--- src/rtl/core/tsgi_pkg.sv ---
// Shared types and constants for the two-switch gate interlock.
package tsgi_pkg;

  localparam int DEB_W   = 10;
  localparam int DELAY_W = 8;
  localparam int DTAP_W  = 14;
  localparam int ANGLE_W = 8;
  localparam int ERR_W   = 2;
  localparam int STAT_W  = 3;
  localparam int SEC_W   = 8;
  localparam int TMR_W   = 16;
  localparam int CIDX_W  = 3;
  localparam int CDAT_W  = 14;

  localparam logic [CIDX_W-1:0] CFG_DEBOUNCE   = 3'd0;
  localparam logic [CIDX_W-1:0] CFG_GATE_DELAY = 3'd1;
  localparam logic [CIDX_W-1:0] CFG_DOUBLE_TAP = 3'd2;
  localparam logic [CIDX_W-1:0] CFG_OPEN_A     = 3'd3;
  localparam logic [CIDX_W-1:0] CFG_CLOSED_A   = 3'd4;
  localparam logic [CIDX_W-1:0] CFG_OPEN_B     = 3'd5;
  localparam logic [CIDX_W-1:0] CFG_CLOSED_B   = 3'd6;

  localparam logic [DEB_W-1:0]   DEBOUNCE_RST   = 10'd50;
  localparam logic [DELAY_W-1:0] GATE_DELAY_RST = 8'd10;
  localparam logic [DTAP_W-1:0]  DOUBLE_TAP_RST = 14'd1000;
  localparam logic [ANGLE_W-1:0] OPEN_ANGLE_RST = 8'd90;
  localparam logic [ANGLE_W-1:0] CLOSED_ANGLE_RST = 8'd0;

  localparam logic [STAT_W-1:0] STAT_CLOSED  = 3'd0;
  localparam logic [STAT_W-1:0] STAT_OPEN    = 3'd1;
  localparam logic [STAT_W-1:0] STAT_CLOSING = 3'd2;
  localparam logic [STAT_W-1:0] STAT_FAULT1  = 3'd3;

  localparam logic [TMR_W-1:0] TMR_MAX     = 16'hFFFF;
  localparam logic [SEC_W-1:0] ELAPSED_MAX = 8'hFF;

  typedef struct packed {
    logic [DEB_W-1:0]   debounce_ms;
    logic [DELAY_W-1:0] gate_delay_sec;
    logic [DTAP_W-1:0]  double_tap_ms;
    logic [ANGLE_W-1:0] open_angle_a;
    logic [ANGLE_W-1:0] closed_angle_a;
    logic [ANGLE_W-1:0] open_angle_b;
    logic [ANGLE_W-1:0] closed_angle_b;
  } cfg_t;

  typedef struct packed {
    logic [ANGLE_W-1:0] servo_a_angle;
    logic [ANGLE_W-1:0] servo_b_angle;
    logic               relay_on;
    logic [STAT_W-1:0]  gate_status;
    logic               opening_event;
    logic [SEC_W-1:0]   remaining_sec;
  } result_t;

endpackage

--- src/rtl/core/tsgi_ifs.sv ---
// Channel interfaces: switch input, result and configuration write.
interface tsgi_in_if;
  logic                        valid;
  logic                        ready;
  logic                        a_level;
  logic                        b_level;
  logic [tsgi_pkg::ERR_W-1:0]  error_code;

  modport source (output valid, a_level, b_level, error_code, input ready);
  modport sink (input valid, a_level, b_level, error_code, output ready);
endinterface

interface tsgi_out_if;
  logic                          valid;
  logic                          ready;
  logic [tsgi_pkg::ANGLE_W-1:0]  servo_a_angle;
  logic [tsgi_pkg::ANGLE_W-1:0]  servo_b_angle;
  logic                          relay_on;
  logic [tsgi_pkg::STAT_W-1:0]   gate_status;
  logic                          opening_event;
  logic [tsgi_pkg::SEC_W-1:0]    remaining_sec;

  modport source (output valid, servo_a_angle, servo_b_angle, relay_on, gate_status,
                  opening_event, remaining_sec, input ready);
  modport sink (input valid, servo_a_angle, servo_b_angle, relay_on, gate_status,
                opening_event, remaining_sec, output ready);
endinterface

interface tsgi_cfg_if;
  logic                         valid;
  logic                         ready;
  logic [tsgi_pkg::CIDX_W-1:0]  index;
  logic [tsgi_pkg::CDAT_W-1:0]  data;

  modport source (output valid, index, data, input ready);
  modport sink (input valid, index, data, output ready);
endinterface

--- src/rtl/core/two_switch_gate_interlock_unit.sv ---
// Top level of the two-switch gate interlock: input register, control core, result register.
//
// Usage: send one item on in_ch per 1 ms tick, carrying the raw active-low levels of
// switch A and switch B and an external fault code. Each item yields exactly one
// result item on out_ch: both servo angles, relay enable, gate status, an opening
// flag and the seconds left on the servo B close countdown.
// Registers (debounce time, close delay, double-release window, four servo angles)
// are written on cfg_ch by index; cfg_ch is always ready. Write them only while
// no item is in flight; angle changes show on the next result.
// Each item passes through the input register, then the result register. Throughput:
// one item per cycle while out_ch does not stall, set by the combinational state update
// between the two registers.
// Reset (rst_n low, synchronous) loads the register defaults, treats both switches as
// released with both servos closed and no countdown, and empties both registers.
// When out_ch stalls, the result register holds its item and the input register
// takes one more item; in_ch.ready then drops until out_ch accepts.
module two_switch_gate_interlock_unit #(
  parameter int MAX_COUNTDOWN_SEC = 180,
  parameter int TICKS_PER_SEC     = 1000
) (
  input logic         clk,
  input logic         rst_n,
  tsgi_in_if.sink     in_ch,
  tsgi_out_if.source  out_ch,
  tsgi_cfg_if.sink    cfg_ch
);
  import tsgi_pkg::*;

  logic             s1_valid_r;
  logic             s1_a_r, s1_b_r;
  logic [ERR_W-1:0] s1_err_r;
  logic             out_valid_r;
  result_t          out_r;
  result_t          res;
  cfg_t             cfg;
  logic             advance;
  logic             step;

  assign advance     = !out_valid_r || out_ch.ready;
  assign step        = s1_valid_r && advance;
  assign in_ch.ready = !s1_valid_r || advance;

  tsgi_cfg_regs u_cfg (
    .clk    (clk),
    .rst_n  (rst_n),
    .cfg_ch (cfg_ch),
    .cfg    (cfg)
  );

  tsgi_ctrl #(
    .MAX_COUNTDOWN_SEC (MAX_COUNTDOWN_SEC),
    .TICKS_PER_SEC     (TICKS_PER_SEC)
  ) u_ctrl (
    .clk        (clk),
    .rst_n      (rst_n),
    .step       (step),
    .a_level    (s1_a_r),
    .b_level    (s1_b_r),
    .error_code (s1_err_r),
    .cfg        (cfg),
    .res        (res)
  );

  always_ff @(posedge clk) begin
    if (!rst_n) begin
      s1_valid_r <= 1'b0;
    end else if (in_ch.ready) begin
      s1_valid_r <= in_ch.valid;
    end
  end

  always_ff @(posedge clk) begin
    if (in_ch.valid && in_ch.ready) begin
      s1_a_r   <= in_ch.a_level;
      s1_b_r   <= in_ch.b_level;
      s1_err_r <= in_ch.error_code;
    end
  end

  always_ff @(posedge clk) begin
    if (!rst_n) begin
      out_valid_r <= 1'b0;
    end else if (advance) begin
      out_valid_r <= step;
    end
  end

  always_ff @(posedge clk) begin
    if (step) begin
      out_r <= res;
    end
  end

  assign out_ch.valid         = out_valid_r;
  assign out_ch.servo_a_angle = out_r.servo_a_angle;
  assign out_ch.servo_b_angle = out_r.servo_b_angle;
  assign out_ch.relay_on      = out_r.relay_on;
  assign out_ch.gate_status   = out_r.gate_status;
  assign out_ch.opening_event = out_r.opening_event;
  assign out_ch.remaining_sec = out_r.remaining_sec;

  a_open_relay: assert property (@(posedge clk) disable iff (!rst_n)
    out_valid_r && out_r.opening_event |-> out_r.relay_on)
    else $error("opening event without relay");

  a_rem_cap: assert property (@(posedge clk) disable iff (!rst_n)
    out_valid_r |-> out_r.remaining_sec <= SEC_W'(MAX_COUNTDOWN_SEC))
    else $error("remaining seconds above cap");

  a_rem_status: assert property (@(posedge clk) disable iff (!rst_n)
    out_valid_r && out_r.remaining_sec != '0 |->
      out_r.gate_status == STAT_CLOSING || out_r.gate_status >= STAT_FAULT1)
    else $error("countdown shown without closing status");

  a_s1_hold: assert property (@(posedge clk) disable iff (!rst_n)
    s1_valid_r && !advance |=> s1_valid_r && $stable({s1_a_r, s1_b_r, s1_err_r}))
    else $error("input register lost a stalled item");

endmodule

--- src/rtl/core/tsgi_cfg_regs.sv ---
// Configuration register file written through the configuration channel.
module tsgi_cfg_regs (
  input  logic            clk,
  input  logic            rst_n,
  tsgi_cfg_if.sink        cfg_ch,
  output tsgi_pkg::cfg_t  cfg
);
  import tsgi_pkg::*;

  cfg_t cfg_r;

  assign cfg_ch.ready = 1'b1;
  assign cfg = cfg_r;

  always_ff @(posedge clk) begin
    if (!rst_n) begin
      cfg_r.debounce_ms    <= DEBOUNCE_RST;
      cfg_r.gate_delay_sec <= GATE_DELAY_RST;
      cfg_r.double_tap_ms  <= DOUBLE_TAP_RST;
      cfg_r.open_angle_a   <= OPEN_ANGLE_RST;
      cfg_r.closed_angle_a <= CLOSED_ANGLE_RST;
      cfg_r.open_angle_b   <= OPEN_ANGLE_RST;
      cfg_r.closed_angle_b <= CLOSED_ANGLE_RST;
    end else if (cfg_ch.valid) begin
      case (cfg_ch.index)
        CFG_DEBOUNCE:   cfg_r.debounce_ms    <= cfg_ch.data[DEB_W-1:0];
        CFG_GATE_DELAY: cfg_r.gate_delay_sec <= cfg_ch.data[DELAY_W-1:0];
        CFG_DOUBLE_TAP: cfg_r.double_tap_ms  <= cfg_ch.data[DTAP_W-1:0];
        CFG_OPEN_A:     cfg_r.open_angle_a   <= cfg_ch.data[ANGLE_W-1:0];
        CFG_CLOSED_A:   cfg_r.closed_angle_a <= cfg_ch.data[ANGLE_W-1:0];
        CFG_OPEN_B:     cfg_r.open_angle_b   <= cfg_ch.data[ANGLE_W-1:0];
        CFG_CLOSED_B:   cfg_r.closed_angle_b <= cfg_ch.data[ANGLE_W-1:0];
        default: ;
      endcase
    end
  end

endmodule

--- src/rtl/core/tsgi_ctrl.sv ---
// Debounce, servo and countdown state with the per-tick next-state and result logic.
module tsgi_ctrl #(
  parameter int MAX_COUNTDOWN_SEC = 180,
  parameter int TICKS_PER_SEC     = 1000
) (
  input  logic                       clk,
  input  logic                       rst_n,
  input  logic                       step,
  input  logic                       a_level,
  input  logic                       b_level,
  input  logic [tsgi_pkg::ERR_W-1:0] error_code,
  input  tsgi_pkg::cfg_t             cfg,
  output tsgi_pkg::result_t          res
);
  import tsgi_pkg::*;

  localparam int SUB_W = $clog2(TICKS_PER_SEC + 1);
  localparam int SUM_W = SEC_W + 2;
  localparam logic [SUB_W-1:0] TICKS_C = SUB_W'(TICKS_PER_SEC);
  localparam logic [SUM_W-1:0] MAX_C   = SUM_W'(MAX_COUNTDOWN_SEC);

  logic             a_prev_r, a_prev_nxt, a_stable_r, a_stable_nxt;
  logic [TMR_W-1:0] a_quiet_r, a_quiet_nxt;
  logic             b_prev_r, b_prev_nxt, b_stable_r, b_stable_nxt;
  logic [TMR_W-1:0] b_quiet_r, b_quiet_nxt;
  logic             sa_open_r, sa_open_nxt, sb_open_r, sb_open_nxt;
  logic             run_r, run_nxt, resume_r, resume_nxt, seen_r, seen_nxt;
  logic [SEC_W-1:0] total_r, total_nxt, elapsed_r, elapsed_nxt, paused_r, paused_nxt;
  logic [SUB_W-1:0] sub_r, sub_nxt;
  logic [TMR_W-1:0] since_r, since_nxt;
  logic             opened;
  logic             dbl;
  logic [SEC_W-1:0] left;

  function automatic logic [SEC_W-1:0] left_sec(input logic [SEC_W-1:0] tot,
                                                input logic [SEC_W-1:0] el);
    left_sec = (tot > el) ? tot - el : '0;
  endfunction

  function automatic logic [SEC_W-1:0] cap_total(input logic [SEC_W-1:0] base,
                                                 input logic [SEC_W-1:0] add);
    logic [SUM_W-1:0] sum;
    sum = {2'b00, base} + {2'b00, add};
    cap_total = (sum > MAX_C) ? MAX_C[SEC_W-1:0] : sum[SEC_W-1:0];
  endfunction

  always_comb begin
    a_prev_nxt   = a_prev_r;
    a_stable_nxt = a_stable_r;
    a_quiet_nxt  = a_quiet_r;
    b_prev_nxt   = b_prev_r;
    b_stable_nxt = b_stable_r;
    b_quiet_nxt  = b_quiet_r;
    sa_open_nxt  = sa_open_r;
    sb_open_nxt  = sb_open_r;
    run_nxt      = run_r;
    resume_nxt   = resume_r;
    seen_nxt     = seen_r;
    total_nxt    = total_r;
    elapsed_nxt  = elapsed_r;
    paused_nxt   = paused_r;
    sub_nxt      = sub_r;
    since_nxt    = since_r;
    opened       = 1'b0;
    dbl          = 1'b0;

    if (since_nxt != TMR_MAX) since_nxt = since_nxt + 16'd1;
    if (run_nxt) begin
      sub_nxt = sub_nxt + SUB_W'(1);
      if (sub_nxt >= TICKS_C) begin
        sub_nxt = '0;
        if (elapsed_nxt != ELAPSED_MAX) elapsed_nxt = elapsed_nxt + 8'd1;
      end
    end

    if (a_level != a_prev_r) a_quiet_nxt = '0;
    else if (a_quiet_nxt != TMR_MAX) a_quiet_nxt = a_quiet_nxt + 16'd1;
    if (a_quiet_nxt > {6'd0, cfg.debounce_ms} && a_level != a_stable_r) begin
      a_stable_nxt = a_level;
      if (!a_level) begin
        sa_open_nxt = 1'b1;
        opened      = 1'b1;
        sb_open_nxt = 1'b0;
        run_nxt     = 1'b0;
        resume_nxt  = 1'b0;
        paused_nxt  = '0;
      end else begin
        sa_open_nxt = 1'b0;
      end
    end
    a_prev_nxt = a_level;

    if (!a_stable_nxt) begin
      run_nxt      = 1'b0;
      resume_nxt   = 1'b0;
      paused_nxt   = '0;
      b_quiet_nxt  = '0;
      b_prev_nxt   = b_level;
      b_stable_nxt = b_level;
    end else begin
      if (b_level != b_prev_r) b_quiet_nxt = '0;
      else if (b_quiet_nxt != TMR_MAX) b_quiet_nxt = b_quiet_nxt + 16'd1;
      if (b_quiet_nxt > {6'd0, cfg.debounce_ms} && b_level != b_stable_r) begin
        b_stable_nxt = b_level;
        if (!b_level) begin
          if (run_nxt) begin
            paused_nxt = left_sec(total_nxt, elapsed_nxt);
            resume_nxt = 1'b1;
          end
          run_nxt     = 1'b0;
          sb_open_nxt = 1'b1;
          opened      = 1'b1;
        end else begin
          dbl       = seen_nxt && (since_nxt < {2'b00, cfg.double_tap_ms});
          seen_nxt  = 1'b1;
          since_nxt = '0;
          if (dbl) begin
            run_nxt     = 1'b0;
            resume_nxt  = 1'b0;
            paused_nxt  = '0;
            total_nxt   = '0;
            sb_open_nxt = 1'b0;
          end else begin
            if (resume_nxt) begin
              total_nxt  = cap_total(paused_nxt, cfg.gate_delay_sec);
              resume_nxt = 1'b0;
              paused_nxt = '0;
            end else if (run_nxt) begin
              total_nxt = cap_total(left_sec(total_nxt, elapsed_nxt), cfg.gate_delay_sec);
            end else begin
              total_nxt = cap_total('0, cfg.gate_delay_sec);
            end
            run_nxt     = 1'b1;
            sub_nxt     = '0;
            elapsed_nxt = '0;
          end
        end
      end
      b_prev_nxt = b_level;

      if (run_nxt && elapsed_nxt >= total_nxt) begin
        sb_open_nxt = 1'b0;
        run_nxt     = 1'b0;
        resume_nxt  = 1'b0;
        paused_nxt  = '0;
      end
    end

    left = left_sec(total_nxt, elapsed_nxt);

    res.servo_a_angle = sa_open_nxt ? cfg.open_angle_a : cfg.closed_angle_a;
    res.servo_b_angle = sb_open_nxt ? cfg.open_angle_b : cfg.closed_angle_b;
    res.relay_on      = sa_open_nxt || sb_open_nxt;
    if (error_code != '0)              res.gate_status = {1'b0, error_code} + STAT_CLOSING;
    else if (run_nxt)                  res.gate_status = STAT_CLOSING;
    else if (sa_open_nxt || sb_open_nxt) res.gate_status = STAT_OPEN;
    else                               res.gate_status = STAT_CLOSED;
    res.opening_event = opened;
    res.remaining_sec = run_nxt ? left : '0;
  end

  always_ff @(posedge clk) begin
    if (!rst_n) begin
      a_prev_r  <= 1'b1;
      a_stable_r <= 1'b1;
      a_quiet_r <= '0;
      b_prev_r  <= 1'b1;
      b_stable_r <= 1'b1;
      b_quiet_r <= '0;
      sa_open_r <= 1'b0;
      sb_open_r <= 1'b0;
      run_r     <= 1'b0;
      resume_r  <= 1'b0;
      seen_r    <= 1'b0;
      total_r   <= '0;
      elapsed_r <= '0;
      paused_r  <= '0;
      sub_r     <= '0;
      since_r   <= '0;
    end else if (step) begin
      a_prev_r  <= a_prev_nxt;
      a_stable_r <= a_stable_nxt;
      a_quiet_r <= a_quiet_nxt;
      b_prev_r  <= b_prev_nxt;
      b_stable_r <= b_stable_nxt;
      b_quiet_r <= b_quiet_nxt;
      sa_open_r <= sa_open_nxt;
      sb_open_r <= sb_open_nxt;
      run_r     <= run_nxt;
      resume_r  <= resume_nxt;
      seen_r    <= seen_nxt;
      total_r   <= total_nxt;
      elapsed_r <= elapsed_nxt;
      paused_r  <= paused_nxt;
      sub_r     <= sub_nxt;
      since_r   <= since_nxt;
    end
  end

endmodule

--- src/flat_wrapper.sv ---
// flat-port wrapper written by rule: the top's interface ports become plain ports
module two_switch_gate_interlock_unit_flat import tsgi_pkg::*;
#(
  parameter int MAX_COUNTDOWN_SEC = 180,
  parameter int TICKS_PER_SEC     = 1000
)
  (clk, rst_n, in_ch_valid, in_ch_a_level, in_ch_b_level, in_ch_error_code, in_ch_ready, out_ch_valid, out_ch_servo_a_angle, out_ch_servo_b_angle, out_ch_relay_on, out_ch_gate_status, out_ch_opening_event, out_ch_remaining_sec, out_ch_ready, cfg_ch_valid, cfg_ch_index, cfg_ch_data, cfg_ch_ready);
  tsgi_in_if in_ch_i ();
  tsgi_out_if out_ch_i ();
  tsgi_cfg_if cfg_ch_i ();
  input logic clk;
  input logic rst_n;
  input wire logic [$bits(in_ch_i.valid)-1:0] in_ch_valid;
  input wire logic [$bits(in_ch_i.a_level)-1:0] in_ch_a_level;
  input wire logic [$bits(in_ch_i.b_level)-1:0] in_ch_b_level;
  input wire logic [$bits(in_ch_i.error_code)-1:0] in_ch_error_code;
  output wire logic [$bits(in_ch_i.ready)-1:0] in_ch_ready;
  output wire logic [$bits(out_ch_i.valid)-1:0] out_ch_valid;
  output wire logic [$bits(out_ch_i.servo_a_angle)-1:0] out_ch_servo_a_angle;
  output wire logic [$bits(out_ch_i.servo_b_angle)-1:0] out_ch_servo_b_angle;
  output wire logic [$bits(out_ch_i.relay_on)-1:0] out_ch_relay_on;
  output wire logic [$bits(out_ch_i.gate_status)-1:0] out_ch_gate_status;
  output wire logic [$bits(out_ch_i.opening_event)-1:0] out_ch_opening_event;
  output wire logic [$bits(out_ch_i.remaining_sec)-1:0] out_ch_remaining_sec;
  input wire logic [$bits(out_ch_i.ready)-1:0] out_ch_ready;
  input wire logic [$bits(cfg_ch_i.valid)-1:0] cfg_ch_valid;
  input wire logic [$bits(cfg_ch_i.index)-1:0] cfg_ch_index;
  input wire logic [$bits(cfg_ch_i.data)-1:0] cfg_ch_data;
  output wire logic [$bits(cfg_ch_i.ready)-1:0] cfg_ch_ready;
  assign in_ch_i.valid = in_ch_valid;
  assign in_ch_i.a_level = in_ch_a_level;
  assign in_ch_i.b_level = in_ch_b_level;
  assign in_ch_i.error_code = in_ch_error_code;
  assign in_ch_ready = in_ch_i.ready;
  assign out_ch_valid = out_ch_i.valid;
  assign out_ch_servo_a_angle = out_ch_i.servo_a_angle;
  assign out_ch_servo_b_angle = out_ch_i.servo_b_angle;
  assign out_ch_relay_on = out_ch_i.relay_on;
  assign out_ch_gate_status = out_ch_i.gate_status;
  assign out_ch_opening_event = out_ch_i.opening_event;
  assign out_ch_remaining_sec = out_ch_i.remaining_sec;
  assign out_ch_i.ready = out_ch_ready;
  assign cfg_ch_i.valid = cfg_ch_valid;
  assign cfg_ch_i.index = cfg_ch_index;
  assign cfg_ch_i.data = cfg_ch_data;
  assign cfg_ch_ready = cfg_ch_i.ready;
  two_switch_gate_interlock_unit #(.MAX_COUNTDOWN_SEC(MAX_COUNTDOWN_SEC), .TICKS_PER_SEC(TICKS_PER_SEC)) u_core (.clk(clk), .rst_n(rst_n), .in_ch(in_ch_i), .out_ch(out_ch_i), .cfg_ch(cfg_ch_i));
endmodule
--- config.mk ---
export PLATFORM = sky130hd
export DESIGN_NAME = two_switch_gate_interlock_unit_flat
export DESIGN_NICKNAME = d
export VERILOG_FILES = /design/src/rtl/core/tsgi_pkg.sv /design/src/rtl/core/tsgi_ifs.sv /design/src/rtl/core/two_switch_gate_interlock_unit.sv /design/src/rtl/core/tsgi_cfg_regs.sv /design/src/rtl/core/tsgi_ctrl.sv /design/src/flat_wrapper.sv
export SDC_FILE = /design/constraint.sdc
export NUM_CORES = 1
export LEC_CHECK = 0
export BUFFER_PORTS_ARGS = -buffer_cell sky130_fd_sc_hd__clkbuf_2
export CAP_MARGIN = 20
export CORE_MARGIN = 4
export CORE_UTILIZATION = 55
export CTS_BUF_LIST = sky130_fd_sc_hd__clkbuf_4 sky130_fd_sc_hd__clkbuf_8
export DETAILED_ROUTE_END_ITERATION = 6
export PLACE_DENSITY = 0.82
export RECOVER_POWER = 100
export SYNTH_ARGS = -nofsm -noshare
export SYNTH_HDL_FRONTEND = slang
export SYNTH_SLANG_ARGS = --single-unit
--- constraint.sdc ---
create_clock -name clk -period 12.7 [get_ports clk]
set_input_delay 2.54 -clock clk [delete_from_list [all_inputs] [get_ports clk]]
set_output_delay 2.54 -clock clk [all_outputs]
set_load 0.05 [all_outputs]
==> flow_metrics.tcl, run 1 <==
set metrics [dict create \
    final_nets 1654 \
    die_h_um 156 \
    final_layout_size_suffix_gt1_frac 0.0705 \
    area_growth_syn_to_layout_pct 6.60 \
    cts.hold.buffers_added 0 \
    gp_congestion 0.938 \
    status "complete, but fails checks" \
    hold_viol_final 0 \
    synth.area.mux_share 0.0306 \
    cts_tree "yes" \
    synth_most_common_cell "nand2_1" \
    cts.sinks 190 \
    maxCapViolCount 4 \
    fmax_ghz 0.0963 \
    crit_path_top_delay_cell "a2111oi_0" \
    synth_top_area_frac 0.260 \
    seqCellArea_um2 4130 \
    antenna_found_initial 0 \
    coreArea_um2 21300 \
    async_flop_share 0 \
    row_count 53 \
    diodes 0 \
    rrSetupSlack_ns 2.32 \
    cts-resized-gates 0 \
    yosysTopAreaCell "dfxtp_1" \
    max_stage_delay_ns 0.95 \
    synth-xor-area-share 0.0410 \
    r2r-start "u_core.u_ctrl.sub_r[0]" \
    whs_ns 0.462 \
    synthFlopType "dfxtp_1" \
    place_area_um2 12500 \
    fp.dieArea_um2 24400 \
    cts-root-to-sink-buffers 2 \
    placed_cells 1803 \
    stdcell_area_um2 12900 \
    period_minus_slack_ns 10.38 \
    setup_viol 0 \
    start_util 0.567 \
    powerDensity_nw_per_um2 91.6 \
    synthCells 1530 \
    end_kind "flip-flop" \
    dr.pass1.iters 7 \
    ys_ff_latch 190 \
    synth_area_leaders "dfxtp_1 (26%), nand2_1 (8.4%), edfxtp_1 (8.2%), ha_1 (8.0%), a21oi_1 (7.0%)" \
    synth_top_family_by_area "simple AND/OR/NAND/NOR gates" \
    grt_pass1_wl_mm 53.2 \
    r2r_end "u_core.out_ch.remaining_sec[6]" \
    crit_path_start_kind "flip-flop" \
    hp-class "reg2reg" \
    synth_adder_area_share 0.0856 \
    setup.worst_path.class "reg2reg" \
    fillCellCount 1918 \
    seq_area_frac_synth 0.342 \
    yosysUniqueCellTypes 86 \
    failed_checks "DRC, capacitance limit, slew limit" \
    avgRoutedWirePerCell_um 17.8 \
    rsz0062_at_grt "false" \
    r2r_cells 43 \
    grt_util_all_layers 0.265 \
    postSynthNetCount 1636 \
    synthTopCellsByCount "nand2_1 (270), a21oi_1 (170), dfxtp_1 (157), nor2_1 (131), ha_1 (77)" \
    clockRootBuffer "clkbuf_8" \
    routed_wl_mm 32.7 \
    finalPower_mw 1.18 \
    tns_ns 0 \
    setup_slack_ns 2.32 \
    drt_iter0_markers 865 \
    instances_no_fill 1836 \
    ant_nets 0 \
    synth_area_per_cell_um2 7.89 \
    worstMarginPinSlew_ns 4.34 \
    portBuffers 56 \
    place_ws_ns 3.14 \
    final_max_slew_viol_count 295 \
    arrival_ns 10.70 \
    crit_end "u_core.out_ch.remaining_sec[6]" \
    worstSetupStartpoint "u_core.u_ctrl.sub_r[0]" \
    syn_area_um2 12100 \
    drc 1 \
    cts_setup_buffers 0 \
    multi_input_area_um2 7380 \
    grt_pass1_vias 10832 \
    utilization 0.604 \
    dr_total_vias 11414 \
    synth_compound_area_frac 0.206 \
    p_leak_nw 4.96 \
    grt-ovfl-total 0 \
    skew_ns 0.0293 \
    required_ns 13.02 \
    peakVddDrop_uv 92.2 \
    yosys.area_share.simple 0.248 \
    synth-edff-count 33 \
    slew_headroom -1.89 \
    viasPerCell 6.22 \
    die_width_um 156 \
    min_period_over_period 0.817 \
    grt_max_degree 91 \
    path_clk_slew_ns 0.12 \
    path_max_fanout 9 \
    hpwl_mm 23.2 \
    htreeDepth 4 \
    ios 58 \
    yosysWarnings 0 \
    cts_buffers 17 \
    worst_skew_pair.late_latency_ns 0.50 \
]
## worst min-delay path by stage
stage | startpoint | to | slack, ns | cells past startpoint
finish | u_core.u_cfg.cfg[32] | u_core.u_cfg.cfg[32] | 0.46 | 2
global route | u_core.u_cfg.cfg[32] | u_core.u_cfg.cfg[32] | 0.48 | 2
CTS | u_core.u_cfg.cfg[32] | u_core.u_cfg.cfg[32] | 0.46 | 2
detailed placement | u_core.u_cfg.cfg[32] | u_core.u_cfg.cfg[32] | 0.44 | 2
global placement | u_core.u_ctrl.since_r[10] | u_core.u_ctrl.since_r[10] | 0.44 | 2
floorplan | u_core.u_cfg.cfg[32] | u_core.u_cfg.cfg[32] | 0.43 | 2
## cell type report
cell class	count	area share
Multi-Input combinational cell	1203	0.573
Sequential cell	190	0.321
Tap cell	275	0.0267
Timing Repair Buffer	66	0.0224
Inverter	70	0.0205
Clock buffer	17	0.0182
Clock inverter	15	0.0176
## per-layer routing
metal	up-vias	wire [um]	global-route usage	share of wire
met5	-	0	0	0
met4	0	1070	0.104	0.033
met3	91	2530	0.0499	0.077
met2	455	15100	0.435	0.46
met1	5403	14100	0.347	0.43
li1	5465	-	-	-
## layout by cell type (no fill, tap or decap), types with 24 or more instances in the layout
| cell | n |
|---|---|
| a21oi_1 | 170 |
| edfxtp_1 | 33 |
| clkbuf_1 | 40 |
| dfxtp_1 | 157 |
| nor3_1 | 28 |
| nand3_1 | 67 |
| xnor2_1 | 27 |
| nand2_1 | 270 |
| xor2_1 | 27 |
| o21ai_0 | 59 |
| inv_1 | 68 |
| ha_1 | 77 |
| a21o_1 | 24 |
| nor2_1 | 131 |
## registers in the layout (all words and copies together) (netlist names), 2 cells and up
signal,count
u_core.out_ch.gate_status,3
u_core.out_ch.remaining_sec,8
u_core.out_ch.servo_a_angle,8
u_core.out_ch.servo_b_angle,8
u_core.s1_err_r,2
u_core.u_cfg.cfg,64
u_core.u_ctrl.a_quiet_r,16
u_core.u_ctrl.b_quiet_r,16
u_core.u_ctrl.elapsed_r,8
u_core.u_ctrl.paused_r,8
u_core.u_ctrl.since_r,16
u_core.u_ctrl.sub_r,10
u_core.u_ctrl.total_r,8
## where the power goes
part,switching [mW],total [mW],internal (mW)
Clock,0.288,0.454,0.166
Combinational,0.0693,0.0916,0.0223
Sequential,0.00841,0.633,0.625
## critical path, delay by kind of cell (launching register included)
| family | cells | cell delay (ns) |
|---|---|---|
| buf+inv | 1 | 0.07 |
| fa+ha+maj | 4 | 1.25 |
| mux | 1 | 0.11 |
| xor+xnor | 1 | 0.28 |
| simple gates | 15 | 2.84 |
| flops | 1 | 0.47 |
| compound gates | 21 | 5.20 |
## logic make-up (layout without fill, tap and decap cells)
group                      after synthesis  count (layout)
muxes                                   34              34
DFF                                    190             190
AOI/OAI and AO/OA                      388             388
and+or+nand+nor                        644             644
other                                    1               1
xor gates and xnor gates                55              55
adders and majority gates               81              81
buffers and inverters                  137             168
(Power assumes the default switching activity.)
==> run 2, diff against run 1 <==
--- a/config.mk
+++ b/config.mk
@@ -11,7 +11,7 @@
 export CORE_UTILIZATION = 55
 export CTS_BUF_LIST = sky130_fd_sc_hd__clkbuf_4 sky130_fd_sc_hd__clkbuf_8
 export DETAILED_ROUTE_END_ITERATION = 6
-export PLACE_DENSITY = 0.82
+export PLACE_DENSITY = 0.84
 export RECOVER_POWER = 100
 export SYNTH_ARGS = -nofsm -noshare
 export SYNTH_HDL_FRONTEND = slang
==> constraint.sdc (replaced) <==
create_clock -name clk -period 8.9 [get_ports clk]
set_input_delay 1.78 -clock clk [delete_from_list [all_inputs] [get_ports clk]]
set_output_delay 1.78 -clock clk [all_outputs]
set_load 0.05 [all_outputs]
==> run 2 against run 1 <==
Compared with the run above: the flow still finishes with violations (DRC, capacitance limit, slew limit); critical path type unchanged; highest routed layer unchanged; count of clock-buffer cells in the layout is the same; sequential share of layout area down 0.96 points; critical endpoint is now u_core.out_ch.servo_b_angle[6]; via count rose by 0.67%.
==> flow_metrics.tcl, run 2 (synthesized netlist as in run 1, its figures left out) <==
set metrics [dict create \
    routed_wl_mm 33.0 \
    row_count 53 \
    start_util 0.567 \
    die_width_um 156 \
    grt_max_degree 101 \
    arrival_ns 8.86 \
    worst_skew_pair.late_latency_ns 0.50 \
    powerDensity_nw_per_um2 126 \
    slew_headroom -2.07 \
    path_clk_slew_ns 0.12 \
    setup.worst_path.class "reg2reg" \
    drc 1 \
    seqCellArea_um2 4140 \
    hpwl_mm 22.9 \
    die_h_um 156 \
    antenna_found_initial 0 \
    grt_util_all_layers 0.259 \
    final_layout_size_suffix_gt1_frac 0.107 \
    instances_no_fill 1867 \
    required_ns 9.14 \
    peakVddDrop_uv 138 \
    crit_path_start_kind "flip-flop" \
    crit_path_top_delay_cell "a221o_2" \
    final_max_slew_viol_count 304 \
    skew_ns 0.0266 \
    avgRoutedWirePerCell_um 17.7 \
    diodes 0 \
    period_minus_slack_ns 8.62 \
    min_period_over_period 0.968 \
    final_nets 1685 \
    multi_input_area_um2 7550 \
    status "complete, but fails checks" \
    max_stage_delay_ns 0.50 \
    hold_viol_final 0 \
    dr.pass1.iters 7 \
    htreeDepth 4 \
    grt_pass1_vias 10540 \
    dr_total_vias 11490 \
    cts-root-to-sink-buffers 2 \
    gp_congestion 0.943 \
    largest_reg_flops 64 \
    grt-ovfl-total 0 \
    viasPerCell 6.15 \
    end_kind "flip-flop" \
    fillCellCount 1834 \
    cts.sinks 190 \
    layout_common_cells "nand2_1 (270), a21oi_1 (165), dfxtp_1 (154)" \
    ant_nets 0 \
    coreArea_um2 21300 \
    ios 58 \
    failed_checks "DRC, capacitance limit, slew limit" \
    p_leak_nw 5.17 \
    worstMarginPinSlew_ns 4.60 \
    critPathMostFrequentCell "a21o_1" \
    final_common_cell "nand2_1" \
    hp-class "reg2reg" \
    utilization 0.624 \
    cts_buffers 17 \
    setup_viol 0 \
    fp.dieArea_um2 24400 \
    whs_ns 0.459 \
    drt_iter0_markers 990 \
    clockRootBuffer "clkbuf_8" \
    placed_cells 1822 \
    path_max_fanout 7 \
    maxCapViolCount 4 \
    fmax_ghz 0.116 \
    grt_pass1_wl_mm 51.9 \
    place_area_um2 12600 \
    area_growth_syn_to_layout_pct 10.1 \
    portBuffers 56 \
    stdcell_area_um2 13300 \
    cts_tree "yes" \
]
[run 2: cell count changes in the layout (fill, tap and decap cells not counted), sizes merged]
cell	before	now
a221o	2	3
buf	3	35
clkbuf	80	78
clkinv	5	7
inv	79	77
[run 2: what timing repair did]
| item | 4_1_cts | 5_1_grt |
|---|---|---|
| setup buffers | 0 | 11 |
| pin swaps | 0 | 20 |
| hold buffers | 0 | 0 |
| endpoints found under the setup margin | 9 | 30 |
| gates cloned | 0 | 1 |
| resized for setup | 5 | 33 |
[run 2: final timing paths]
path | depth (start not counted) | slack [ns] | to | startpoint
max | 42 | 0.28 | u_core.out_ch.servo_b_angle[6] | u_core.u_ctrl.sub_r[0]
min | 2 | 0.46 | u_core.u_cfg.cfg[0] | u_core.u_cfg.cfg[0]
max reg2reg | 42 | 0.28 | u_core.out_ch.servo_b_angle[6] | u_core.u_ctrl.sub_r[0]
min reg2reg | 2 | 0.46 | u_core.u_cfg.cfg[0] | u_core.u_cfg.cfg[0]
[run 2: power by group]
part	total [mW]	leakage (nW)	switching, mW	internal (mW)
sequential	0.902	1.58	0.0119	0.890
combinational	0.134	3.36	0.0998	0.0338
clock	0.643	0.227	0.409	0.235
[run 2: metrics by stage]
| stage | TNS, ns | worst slack, ns | power, mW |
|---|---|---|---|
| after global placement | 0 | 0.132 | 1.05 |
| after detailed placement | -0.785 | -0.103 | 1.05 |
| after global routing | -1.29 | -0.116 | 1.73 |
| after CTS | 0 | 0.0525 | 1.69 |
| after floorplan | 0 | 0.615 | 1.01 |
| final | 0 | 0.283 | 1.68 |
[run 2: critical path: cells and delay by family (launching register included)]
kind / cells / cell delay, ns
AOI/OAI and AO/OA: 20 / 3.97
and+or+nand+nor: 14 / 2.06
adders and majority gates: 4 / 1.15
DFF: 1 / 0.41
xor gates and xnor gates: 2 / 0.37
muxes: 1 / 0.33
buffers and inverters: 1 / 0.07
[run 2: layout make-up]
type                            count  area share
Clock buffer                       17      0.0176
Sequential cell                   190       0.312
Clock inverter                     15      0.0174
Timing Repair Buffer               96      0.0394
Inverter                           70      0.0199
Multi-Input combinational cell   1204       0.568
Tap cell                          275      0.0259
[run 2: layer usage]
metal,vias to the layer above,share of wire,track usage
li1,5524,-,-
met1,5413,0.43,0.348
met4,0,0.023,0.0835
met2,495,0.46,0.424
met5,-,0,0
met3,58,0.082,0.0466
